File: src/rtl/bfrv_pkg.sv
`default_nettype none

package bfrv_pkg;

    // Widths fixed by the item formats.
    localparam int BYTE_W  = 8;
    localparam int KIND_W  = 2;
    localparam int LEN_W   = 9;
    localparam int STAT_W  = 3;
    localparam int CNT_W   = 16;
    localparam int CRC_W   = 16;
    localparam int HDR_N   = 5;
    localparam int PLEN_W  = 16;
    localparam int OUT_W   = STAT_W + BYTE_W + LEN_W + 3 * CNT_W;
    localparam int OUT_PAD = ((OUT_W + 7) / 8) * 8 - OUT_W;

    localparam int MAX_CAPTURE_DEF = 280;

    // Event kinds on the input channel.
    localparam logic [KIND_W-1:0] KIND_ADDR = 2'd0;
    localparam logic [KIND_W-1:0] KIND_DATA = 2'd1;
    localparam logic [KIND_W-1:0] KIND_STOP = 2'd2;

    // Frame status codes.
    localparam logic [STAT_W-1:0] ST_MALFORMED = 3'd0;
    localparam logic [STAT_W-1:0] ST_CRC_ERR   = 3'd1;
    localparam logic [STAT_W-1:0] ST_NOT_ADDR  = 3'd2;
    localparam logic [STAT_W-1:0] ST_MSG       = 3'd3;
    localparam logic [STAT_W-1:0] ST_CTRL      = 3'd4;
    localparam logic [STAT_W-1:0] ST_UNREG     = 3'd5;

    // Frame format constants.
    localparam logic [CRC_W-1:0]  CRC_INIT     = 16'hFFFF;
    localparam logic [CRC_W-1:0]  CRC_POLY     = 16'h1021;
    localparam logic [BYTE_W-1:0] TYPE_SHORT   = 8'h01;
    localparam logic [BYTE_W-1:0] TYPE_CTRL    = 8'h12;
    localparam logic [BYTE_W-1:0] TYPE_LONG_LO = 8'h10;
    localparam logic [BYTE_W-1:0] VER_MASK     = 8'hE0;
    localparam logic [BYTE_W-1:0] VER_VALUE    = 8'h20;
    localparam logic [BYTE_W-1:0] DEST_BCAST   = 8'h00;
    localparam logic [BYTE_W-1:0] NODE_ADDR_RST = 8'hFF;
    localparam int                PLEN_MAX     = 256;
    localparam int                SHORT_OVH    = 4;
    localparam int                LONG_OVH     = 9;

    typedef struct packed {
        logic [STAT_W-1:0] status;
        logic              inc_accept;
        logic              inc_crc_err;
        logic              inc_drop;
    } check_res_t;

    // One byte of CRC16-CCITT, MSB first.
    function automatic logic [CRC_W-1:0] crc_feed(input logic [CRC_W-1:0] crc_in,
                                                  input logic [BYTE_W-1:0] b);
        logic [CRC_W-1:0] c;
        c = crc_in ^ {b, 8'h00};
        for (int i = 0; i < 8; i++)
        begin
            if (c[CRC_W-1])
                c = {c[CRC_W-2:0], 1'b0} ^ CRC_POLY;
            else
                c = {c[CRC_W-2:0], 1'b0};
        end
        return c;
    endfunction

endpackage

`default_nettype wire

File: src/rtl/bus_frame_receive_validator.sv
`default_nettype none

// Channel   Handshake                     Payload
// s_axis    s_axis_tvalid/s_axis_tready   tdata: data_byte; tuser: kind
// m_axis    m_axis_tvalid/m_axis_tready   tdata: status, frame_type, frame_length, counters
// cfg       cfg_wr_en                     cfg_wr_data: node_address
//
// An accepted item sits in the input register until it is processed, so one item per
// cycle while no stop waits for a full result register. A stop's result is loaded into
// the result register at the edge at which the stop is processed, and leaves from there.
// An item is held in the input register only while a stop waits for a full result
// register. Reset clears the transaction state, the counters and both valid flags,
// and sets node_address to 255.

module bus_frame_receive_validator
    import bfrv_pkg::*;
#(
    parameter int MAX_CAPTURE = MAX_CAPTURE_DEF
)
(
    input  wire logic              clk,
    input  wire logic              rst_n,

    input  wire logic              cfg_wr_en,
    input  wire logic [BYTE_W-1:0] cfg_wr_data,

    input  wire logic              s_axis_tvalid,
    output logic                   s_axis_tready,
    input  wire logic [BYTE_W-1:0] s_axis_tdata,   // [7:0] data_byte
    input  wire logic [KIND_W-1:0] s_axis_tuser,   // [1:0] kind

    output logic                   m_axis_tvalid,
    input  wire logic              m_axis_tready,
    // [2:0] status, [10:3] frame_type, [19:11] frame_length, [35:20] accepted_count,
    // [51:36] crc_error_count, [67:52] drop_count, [71:68] zero
    output logic [OUT_W+OUT_PAD-1:0] m_axis_tdata
);

    logic [BYTE_W-1:0] node_address_reg;

    // Input register.
    logic              in_valid_reg;
    logic [KIND_W-1:0] in_kind_reg;
    logic [BYTE_W-1:0] in_byte_reg;

    // Capture state.
    logic              in_trans_reg,  in_trans_next;
    logic [LEN_W-1:0]  count_reg,     count_next;
    logic [CRC_W-1:0]  crc_reg,       crc_next;
    logic [BYTE_W-1:0] tail_reg [2];
    logic [BYTE_W-1:0] tail_next [2];
    logic [BYTE_W-1:0] hdr_reg [HDR_N];
    logic [BYTE_W-1:0] hdr_next [HDR_N];
    logic [CNT_W-1:0]  acc_reg,  acc_next;
    logic [CNT_W-1:0]  crce_reg, crce_next;
    logic [CNT_W-1:0]  drop_reg, drop_next;

    // Result register.
    logic                   out_valid_reg;
    logic [OUT_W-1:0]       out_data_reg;

    logic       advance;
    logic       emit;
    check_res_t chk;

    always_ff @(posedge clk or negedge rst_n)
    begin
        if (!rst_n)
            node_address_reg <= NODE_ADDR_RST;
        else if (cfg_wr_en)
            node_address_reg <= cfg_wr_data;
    end

    // A stop may need the result register; anything else always moves on.
    assign advance = in_valid_reg
                     && (in_kind_reg != KIND_STOP || !out_valid_reg || m_axis_tready);
    assign s_axis_tready = !in_valid_reg || advance;

    always_ff @(posedge clk or negedge rst_n)
    begin
        if (!rst_n)
            in_valid_reg <= 1'b0;
        else if (s_axis_tready)
            in_valid_reg <= s_axis_tvalid;
    end

    always_ff @(posedge clk)
    begin
        if (s_axis_tready && s_axis_tvalid)
        begin
            in_kind_reg <= s_axis_tuser;
            in_byte_reg <= s_axis_tdata;
        end
    end

    bfrv_frame_check u_check (
        .byte_count   (count_reg),
        .hdr_type     (hdr_reg[0]),
        .hdr_ver      (hdr_reg[1]),
        .hdr_dest     (hdr_reg[2]),
        .hdr_plen_lo  (hdr_reg[3]),
        .hdr_plen_hi  (hdr_reg[4]),
        .tail_old     (tail_reg[0]),
        .tail_new     (tail_reg[1]),
        .running_crc  (crc_reg),
        .node_address (node_address_reg),
        .res          (chk)
    );

    always_comb
    begin
        in_trans_next = in_trans_reg;
        count_next    = count_reg;
        crc_next      = crc_reg;
        tail_next     = tail_reg;
        hdr_next      = hdr_reg;
        acc_next      = acc_reg;
        crce_next     = crce_reg;
        drop_next     = drop_reg;
        emit          = 1'b0;
        if (advance)
        begin
            unique case (in_kind_reg)
                KIND_ADDR:
                begin
                    in_trans_next = 1'b1;
                    count_next    = '0;
                    crc_next      = CRC_INIT;
                    tail_next[0]  = '0;
                    tail_next[1]  = '0;
                    for (int i = 0; i < HDR_N; i++)
                        hdr_next[i] = '0;
                end
                KIND_DATA:
                begin
                    if (in_trans_reg && count_reg < LEN_W'(MAX_CAPTURE))
                    begin
                        case (count_reg)
                            LEN_W'(0): hdr_next[0] = in_byte_reg;
                            LEN_W'(1): hdr_next[1] = in_byte_reg;
                            LEN_W'(2): hdr_next[2] = in_byte_reg;
                            LEN_W'(5): hdr_next[3] = in_byte_reg;
                            LEN_W'(6): hdr_next[4] = in_byte_reg;
                            default:   ;
                        endcase
                        // The last two bytes are the CRC itself and stay out of it.
                        if (count_reg >= LEN_W'(2))
                            crc_next = crc_feed(crc_reg, tail_reg[0]);
                        tail_next[0] = tail_reg[1];
                        tail_next[1] = in_byte_reg;
                        count_next   = count_reg + LEN_W'(1);
                    end
                end
                KIND_STOP:
                begin
                    if (in_trans_reg)
                    begin
                        in_trans_next = 1'b0;
                        if (count_reg != '0)
                        begin
                            emit       = 1'b1;
                            count_next = '0;
                            acc_next   = acc_reg  + CNT_W'(chk.inc_accept);
                            crce_next  = crce_reg + CNT_W'(chk.inc_crc_err);
                            drop_next  = drop_reg + CNT_W'(chk.inc_drop);
                        end
                    end
                end
                default: ;
            endcase
        end
    end

    always_ff @(posedge clk or negedge rst_n)
    begin
        if (!rst_n)
        begin
            in_trans_reg <= 1'b0;
            count_reg    <= '0;
            crc_reg      <= CRC_INIT;
            tail_reg[0]  <= '0;
            tail_reg[1]  <= '0;
            for (int i = 0; i < HDR_N; i++)
                hdr_reg[i] <= '0;
            acc_reg      <= '0;
            crce_reg     <= '0;
            drop_reg     <= '0;
        end
        else
        begin
            in_trans_reg <= in_trans_next;
            count_reg    <= count_next;
            crc_reg      <= crc_next;
            tail_reg     <= tail_next;
            hdr_reg      <= hdr_next;
            acc_reg      <= acc_next;
            crce_reg     <= crce_next;
            drop_reg     <= drop_next;
        end
    end

    always_ff @(posedge clk or negedge rst_n)
    begin
        if (!rst_n)
            out_valid_reg <= 1'b0;
        else if (emit)
            out_valid_reg <= 1'b1;
        else if (m_axis_tready)
            out_valid_reg <= 1'b0;
    end

    always_ff @(posedge clk)
    begin
        if (emit)
            out_data_reg <= {drop_next, crce_next, acc_next, count_reg, hdr_reg[0], chk.status};
    end

    assign m_axis_tvalid = out_valid_reg;
    assign m_axis_tdata  = {{OUT_PAD{1'b0}}, out_data_reg};

endmodule

`default_nettype wire

File: src/rtl/bfrv_frame_check.sv
`default_nettype none

module bfrv_frame_check
    import bfrv_pkg::*;
(
    input  wire logic [LEN_W-1:0]  byte_count,
    input  wire logic [BYTE_W-1:0] hdr_type,
    input  wire logic [BYTE_W-1:0] hdr_ver,
    input  wire logic [BYTE_W-1:0] hdr_dest,
    input  wire logic [BYTE_W-1:0] hdr_plen_lo,
    input  wire logic [BYTE_W-1:0] hdr_plen_hi,
    input  wire logic [BYTE_W-1:0] tail_old,
    input  wire logic [BYTE_W-1:0] tail_new,
    input  wire logic [CRC_W-1:0]  running_crc,
    input  wire logic [BYTE_W-1:0] node_address,
    output check_res_t             res
);

    logic [CRC_W-1:0]  rx_crc;
    logic [PLEN_W-1:0] plen;
    logic [PLEN_W:0]   long_len;
    logic [LEN_W:0]    short_len;
    logic              is_short;
    logic              is_long;
    logic              crc_ok;
    logic              valid_ok;

    assign rx_crc    = {tail_new, tail_old};
    assign plen      = {hdr_plen_hi, hdr_plen_lo};
    assign long_len  = {1'b0, plen} + (PLEN_W+1)'(LONG_OVH);
    assign short_len = (LEN_W+1)'(hdr_ver) + (LEN_W+1)'(SHORT_OVH);
    assign is_short  = (byte_count >= LEN_W'(SHORT_OVH)) && (hdr_type == TYPE_SHORT);
    assign is_long   = (byte_count >= LEN_W'(LONG_OVH)) && (hdr_type >= TYPE_LONG_LO);
    assign crc_ok    = (running_crc == rx_crc);

    always_comb
    begin
        res      = '0;
        valid_ok = 1'b0;
        if (is_short)
        begin
            if (hdr_ver == '0 || short_len != {1'b0, byte_count})
            begin
                res.status   = ST_MALFORMED;
                res.inc_drop = 1'b1;
            end
            else if (!crc_ok)
            begin
                res.status      = ST_CRC_ERR;
                res.inc_crc_err = 1'b1;
            end
            else
            begin
                valid_ok = 1'b1;
            end
        end
        else if (is_long)
        begin
            if ((hdr_ver & VER_MASK) != VER_VALUE
                || long_len != (PLEN_W+1)'(byte_count)
                || plen > PLEN_W'(PLEN_MAX))
            begin
                res.status   = ST_MALFORMED;
                res.inc_drop = 1'b1;
            end
            else if (!crc_ok)
            begin
                res.status      = ST_CRC_ERR;
                res.inc_crc_err = 1'b1;
            end
            else if (hdr_dest != DEST_BCAST && hdr_dest != node_address)
            begin
                res.status = ST_NOT_ADDR;
            end
            else
            begin
                valid_ok = 1'b1;
            end
        end
        else
        begin
            res.status   = ST_MALFORMED;
            res.inc_drop = 1'b1;
        end

        // A valid frame of a type nobody handles is both accepted and dropped.
        if (valid_ok)
        begin
            res.inc_accept = 1'b1;
            if (hdr_type == TYPE_SHORT)
                res.status = ST_MSG;
            else if (hdr_type == TYPE_CTRL)
                res.status = ST_CTRL;
            else
            begin
                res.status   = ST_UNREG;
                res.inc_drop = 1'b1;
            end
        end
    end

endmodule

`default_nettype wire

File: config.mk
export PLATFORM = sky130hd
export DESIGN_NAME = bus_frame_receive_validator
export DESIGN_NICKNAME = d
export VERILOG_FILES = /design/src/rtl/bfrv_pkg.sv /design/src/rtl/bus_frame_receive_validator.sv /design/src/rtl/bfrv_frame_check.sv
export SDC_FILE = /design/constraint.sdc
export NUM_CORES = 1
export LEC_CHECK = 0
export ABC_AREA = 1
export BUFFER_PORTS_ARGS = -buffer_cell sky130_fd_sc_hd__buf_2
export CAP_MARGIN = 20
export CELL_PAD_IN_SITES_DETAIL_PLACEMENT = 2
export CELL_PAD_IN_SITES_GLOBAL_PLACEMENT = 2
export CORE_UTILIZATION = 34
export DETAILED_ROUTE_END_ITERATION = 7
export PLACE_DENSITY_LB_ADDON = 0.1
export SLEW_MARGIN = 5
export SYNTH_ARGS = -nofsm -noshare
export SYNTH_HDL_FRONTEND = slang
export SYNTH_SLANG_ARGS = --single-unit
File: constraint.sdc
create_clock -name clk -period 3.12 [get_ports clk]
set_input_delay 0.156 -clock clk [delete_from_list [all_inputs] [get_ports clk]]
set_output_delay 0.156 -clock clk [all_outputs]
set_load 0.02 [all_outputs]
==> reports/results.ini <==
[worst_setup_path]
required_ns = 3.40
cp_max_fo = 8
startpoint_type = flop
ff2ff_path_depth = 21
criticalPathCategory = reg2reg
r2r_slack_ns = -0.20
crit_arrival_ns = 3.60
cp-end-kind = flop

[clock_network]
htreeDepth = 1
cts_buffer_depth = 3
worstSkewPairLatency_ns = 0.54
cts_root_buffer = clkbuf_16
cts_buffers = 26
cts_sinks = 218
cts_tree = built
path_clk_slew_ns = 0.06

[synth]
synth-simple-area-share = 0.184
synth-compound-area-share = 0.0842
ys_types = 41
synth_warnings = 0
synth-seq-cells = 218
synthFlopType = dfrtp_1
synth_fa_ha_area_frac = 0.0170
syn_area_per_cell_sq_um = 9.63
synth_cells = 1071
synth_xor_area_frac = 0.0654
async_reset_ff_frac = 0.642
synth_enable_flop_cells = 78
synth_top_family_by_area = simple AND/OR/NAND/NOR gates
synth_mux_area_frac = 0
synth_area_sq_um = 10300
seq_area_frac_synth = 0.570

[min_path]
hold_path_class = in2async

[finish]
diodes = 0
nNetsFinal = 1408
area_growth_pct = 37.2
regArea_sq_um = 5880
mostFrequentLayoutCells = nand2_1 (196), buf_4 (146), inv_1 (144)
layout_commonest_cell = nand2_1
drive_gt1_frac = 0.342
multi_input_area_sq_um = 4160
fillers = 3136
largest_reg_flops = 68

[floorplan]
chipHeight_um = 176
coreArea_sq_um = 29700
num_rows = 63
start_util = 0.347
dieArea_sq_um = 31000
dieWidth_um = 176
io_pins = 97

[global_route]
grt_pass1_vias = 9535
grt_start_max_net_pins = 57
overflow = 0
grt_util_all_layers = 0.217
antenna_found_initial = 0
grt_pass1_wl_mm = 52.1

[power]
p_leak_nw = 6.52
peakVddDrop_mv = 0.382
power_mw = 9.46
p_per_area_nw_per_um2 = 668

[detailed_routing]
routed_wl_mm = 34.1
drc_errors = 0
num_vias = 8467
vias_per_cell = 4.75
antenna_left = 0
wl_per_cell_um = 19.1
drt_iter0_drc = 237
drtPass1Iterations = 4

[timing]
slew_violations = 0
timing.final.ws_setup_ns = -0.200
period_minus_slack_ns = 3.32
finalCritPeriodShare = 1.06
setup_viol = 19
skew_ns = 0.0121
rsz0062_at_grt = true
relSlewSlack = 0.537
fmax_mhz = 301
tightest_slew_ns = 0.694
hold_viol = 0

[status]
status = finished with violations
violations = negative setup slack

[job]
max-cap-violations = 0

[placed_design]
gp_congestion = 0.782
numPortBuffers = 92
dp_hpwl_mm = 22.0
place_ws_ns = -0.330

-- stage by stage --
step	instances	area (sq um)	hold slack, ns	utilization	TNS, ns
after floorplan	1074	10300	-0.140	-	0
after global placement	1653	12000	0.182	0.405	-0.922
final	1781	14200	0.167	0.476	-1.45
after detailed placement	1653	12000	0.176	0.405	-2.99
after global routing	1781	14200	0.199	0.476	-8.66
after CTS	1766	13700	0.186	0.461	-0.255
-- Yosys cell counts, types with 2 or more instances --
master / n / area (sq um)
dfstp_2: 24 / 631
buf_2: 5 / 25.0
o22ai_1: 14 / 87.6
nor2_4: 6 / 67.6
o21ai_2: 19 / 166
buf_6: 7 / 78.8
a21oi_2: 2 / 17.5
nand3b_1: 3 / 22.5
nand2_2: 10 / 62.6
a21oi_4: 2 / 32.5
buf_4: 10 / 75.1
xnor2_1: 37 / 324
nor2_2: 9 / 56.3
nand2_4: 3 / 33.8
o21a_1: 2 / 15.0
xor2_1: 40 / 350
inv_2: 7 / 26.3
nor2_1: 90 / 338
nand4_1: 26 / 163
inv_1: 156 / 586
ha_1: 14 / 175
nand2_1: 219 / 822
o21ai_0: 67 / 335
nor3_1: 13 / 65.1
nand3_2: 5 / 50.1
edfxtp_1: 78 / 2340
a21oi_1: 29 / 145
clkbuf_1: 3 / 11.3
a31oi_1: 2 / 12.5
o21ai_1: 4 / 20.0
nand3_1: 40 / 200
dfrtp_1: 116 / 2900
-- worst max-delay path, stage by stage (launching register included) --
cell,delay (ns)
dfrtp_1,0.42
ha_2,0.20
nand2_2,0.08
nand2_4,0.11
xor2_1,0.19
nand2_1,0.07
nor2_1,0.11
nand3_1,0.12
nor2_2,0.14
nand3_2,0.15
inv_2,0.10
nand2_2,0.05
nand2_2,0.10
ha_4,0.17
ha_4,0.15
nand3_4,0.07
nor3_4,0.16
nand2_2,0.14
nor2_4,0.15
nand3_2,0.10
xor2_2,0.17
inv_1,0.08
-- routing by layer --
layer  vias to the layer above  wire length [um]  global-route usage
met5                         -                 0                   0
met4                         0              1030              0.0598
met3                        69               892              0.0239
met2                       148             18200               0.410
met1                      4230             13900               0.257
li1                       4020                 -                   -
-- timing repair --
action	4_1_cts	5_1_grt
hold buffers	37	0
endpoints found under the setup margin	29	50
resized for setup	61	83
buffers inserted	28	22
pin swaps	32	49
cloned	0	0
hold endpoints to repair	73	0
-- kinds of logic after synthesis --
kind of cell	after synthesis
and+or+nand+nor	427
DFF	218
buffers and inverters	190
AOI/OAI and AO/OA	144
xor gates and xnor gates	77
adders and majority gates	14
other	1
-- path summary, 6_finish.rpt --
path                            startpoint               end
max                             hdr_reg[8]  out_data_reg[66]
min                                  rst_n      drop_reg[12]
max reg2reg                     hdr_reg[8]  out_data_reg[66]
min reg2reg                    hdr_reg[35]   out_data_reg[6]
max in group asynchronous            rst_n        crc_reg[2]
min in group clk           s_axis_tdata[0]    in_byte_reg[0]
-- power by group --
group          total, mW  internal, mW  switching (mW)
Clock               2.99          1.75            1.23
Combinational       2.75          1.21            1.54
Sequential          3.72          3.42           0.294
-- final cells by class --
class,instances,share of cell area
Clock inverter,4,0.00159
Inverter,164,0.0440
Multi-Input combinational cell,666,0.294
Sequential cell,218,0.415
Tap cell,390,0.0345
Timing Repair Buffer,295,0.154
Clock buffer,44,0.0572
(Power assumes the default switching activity.)
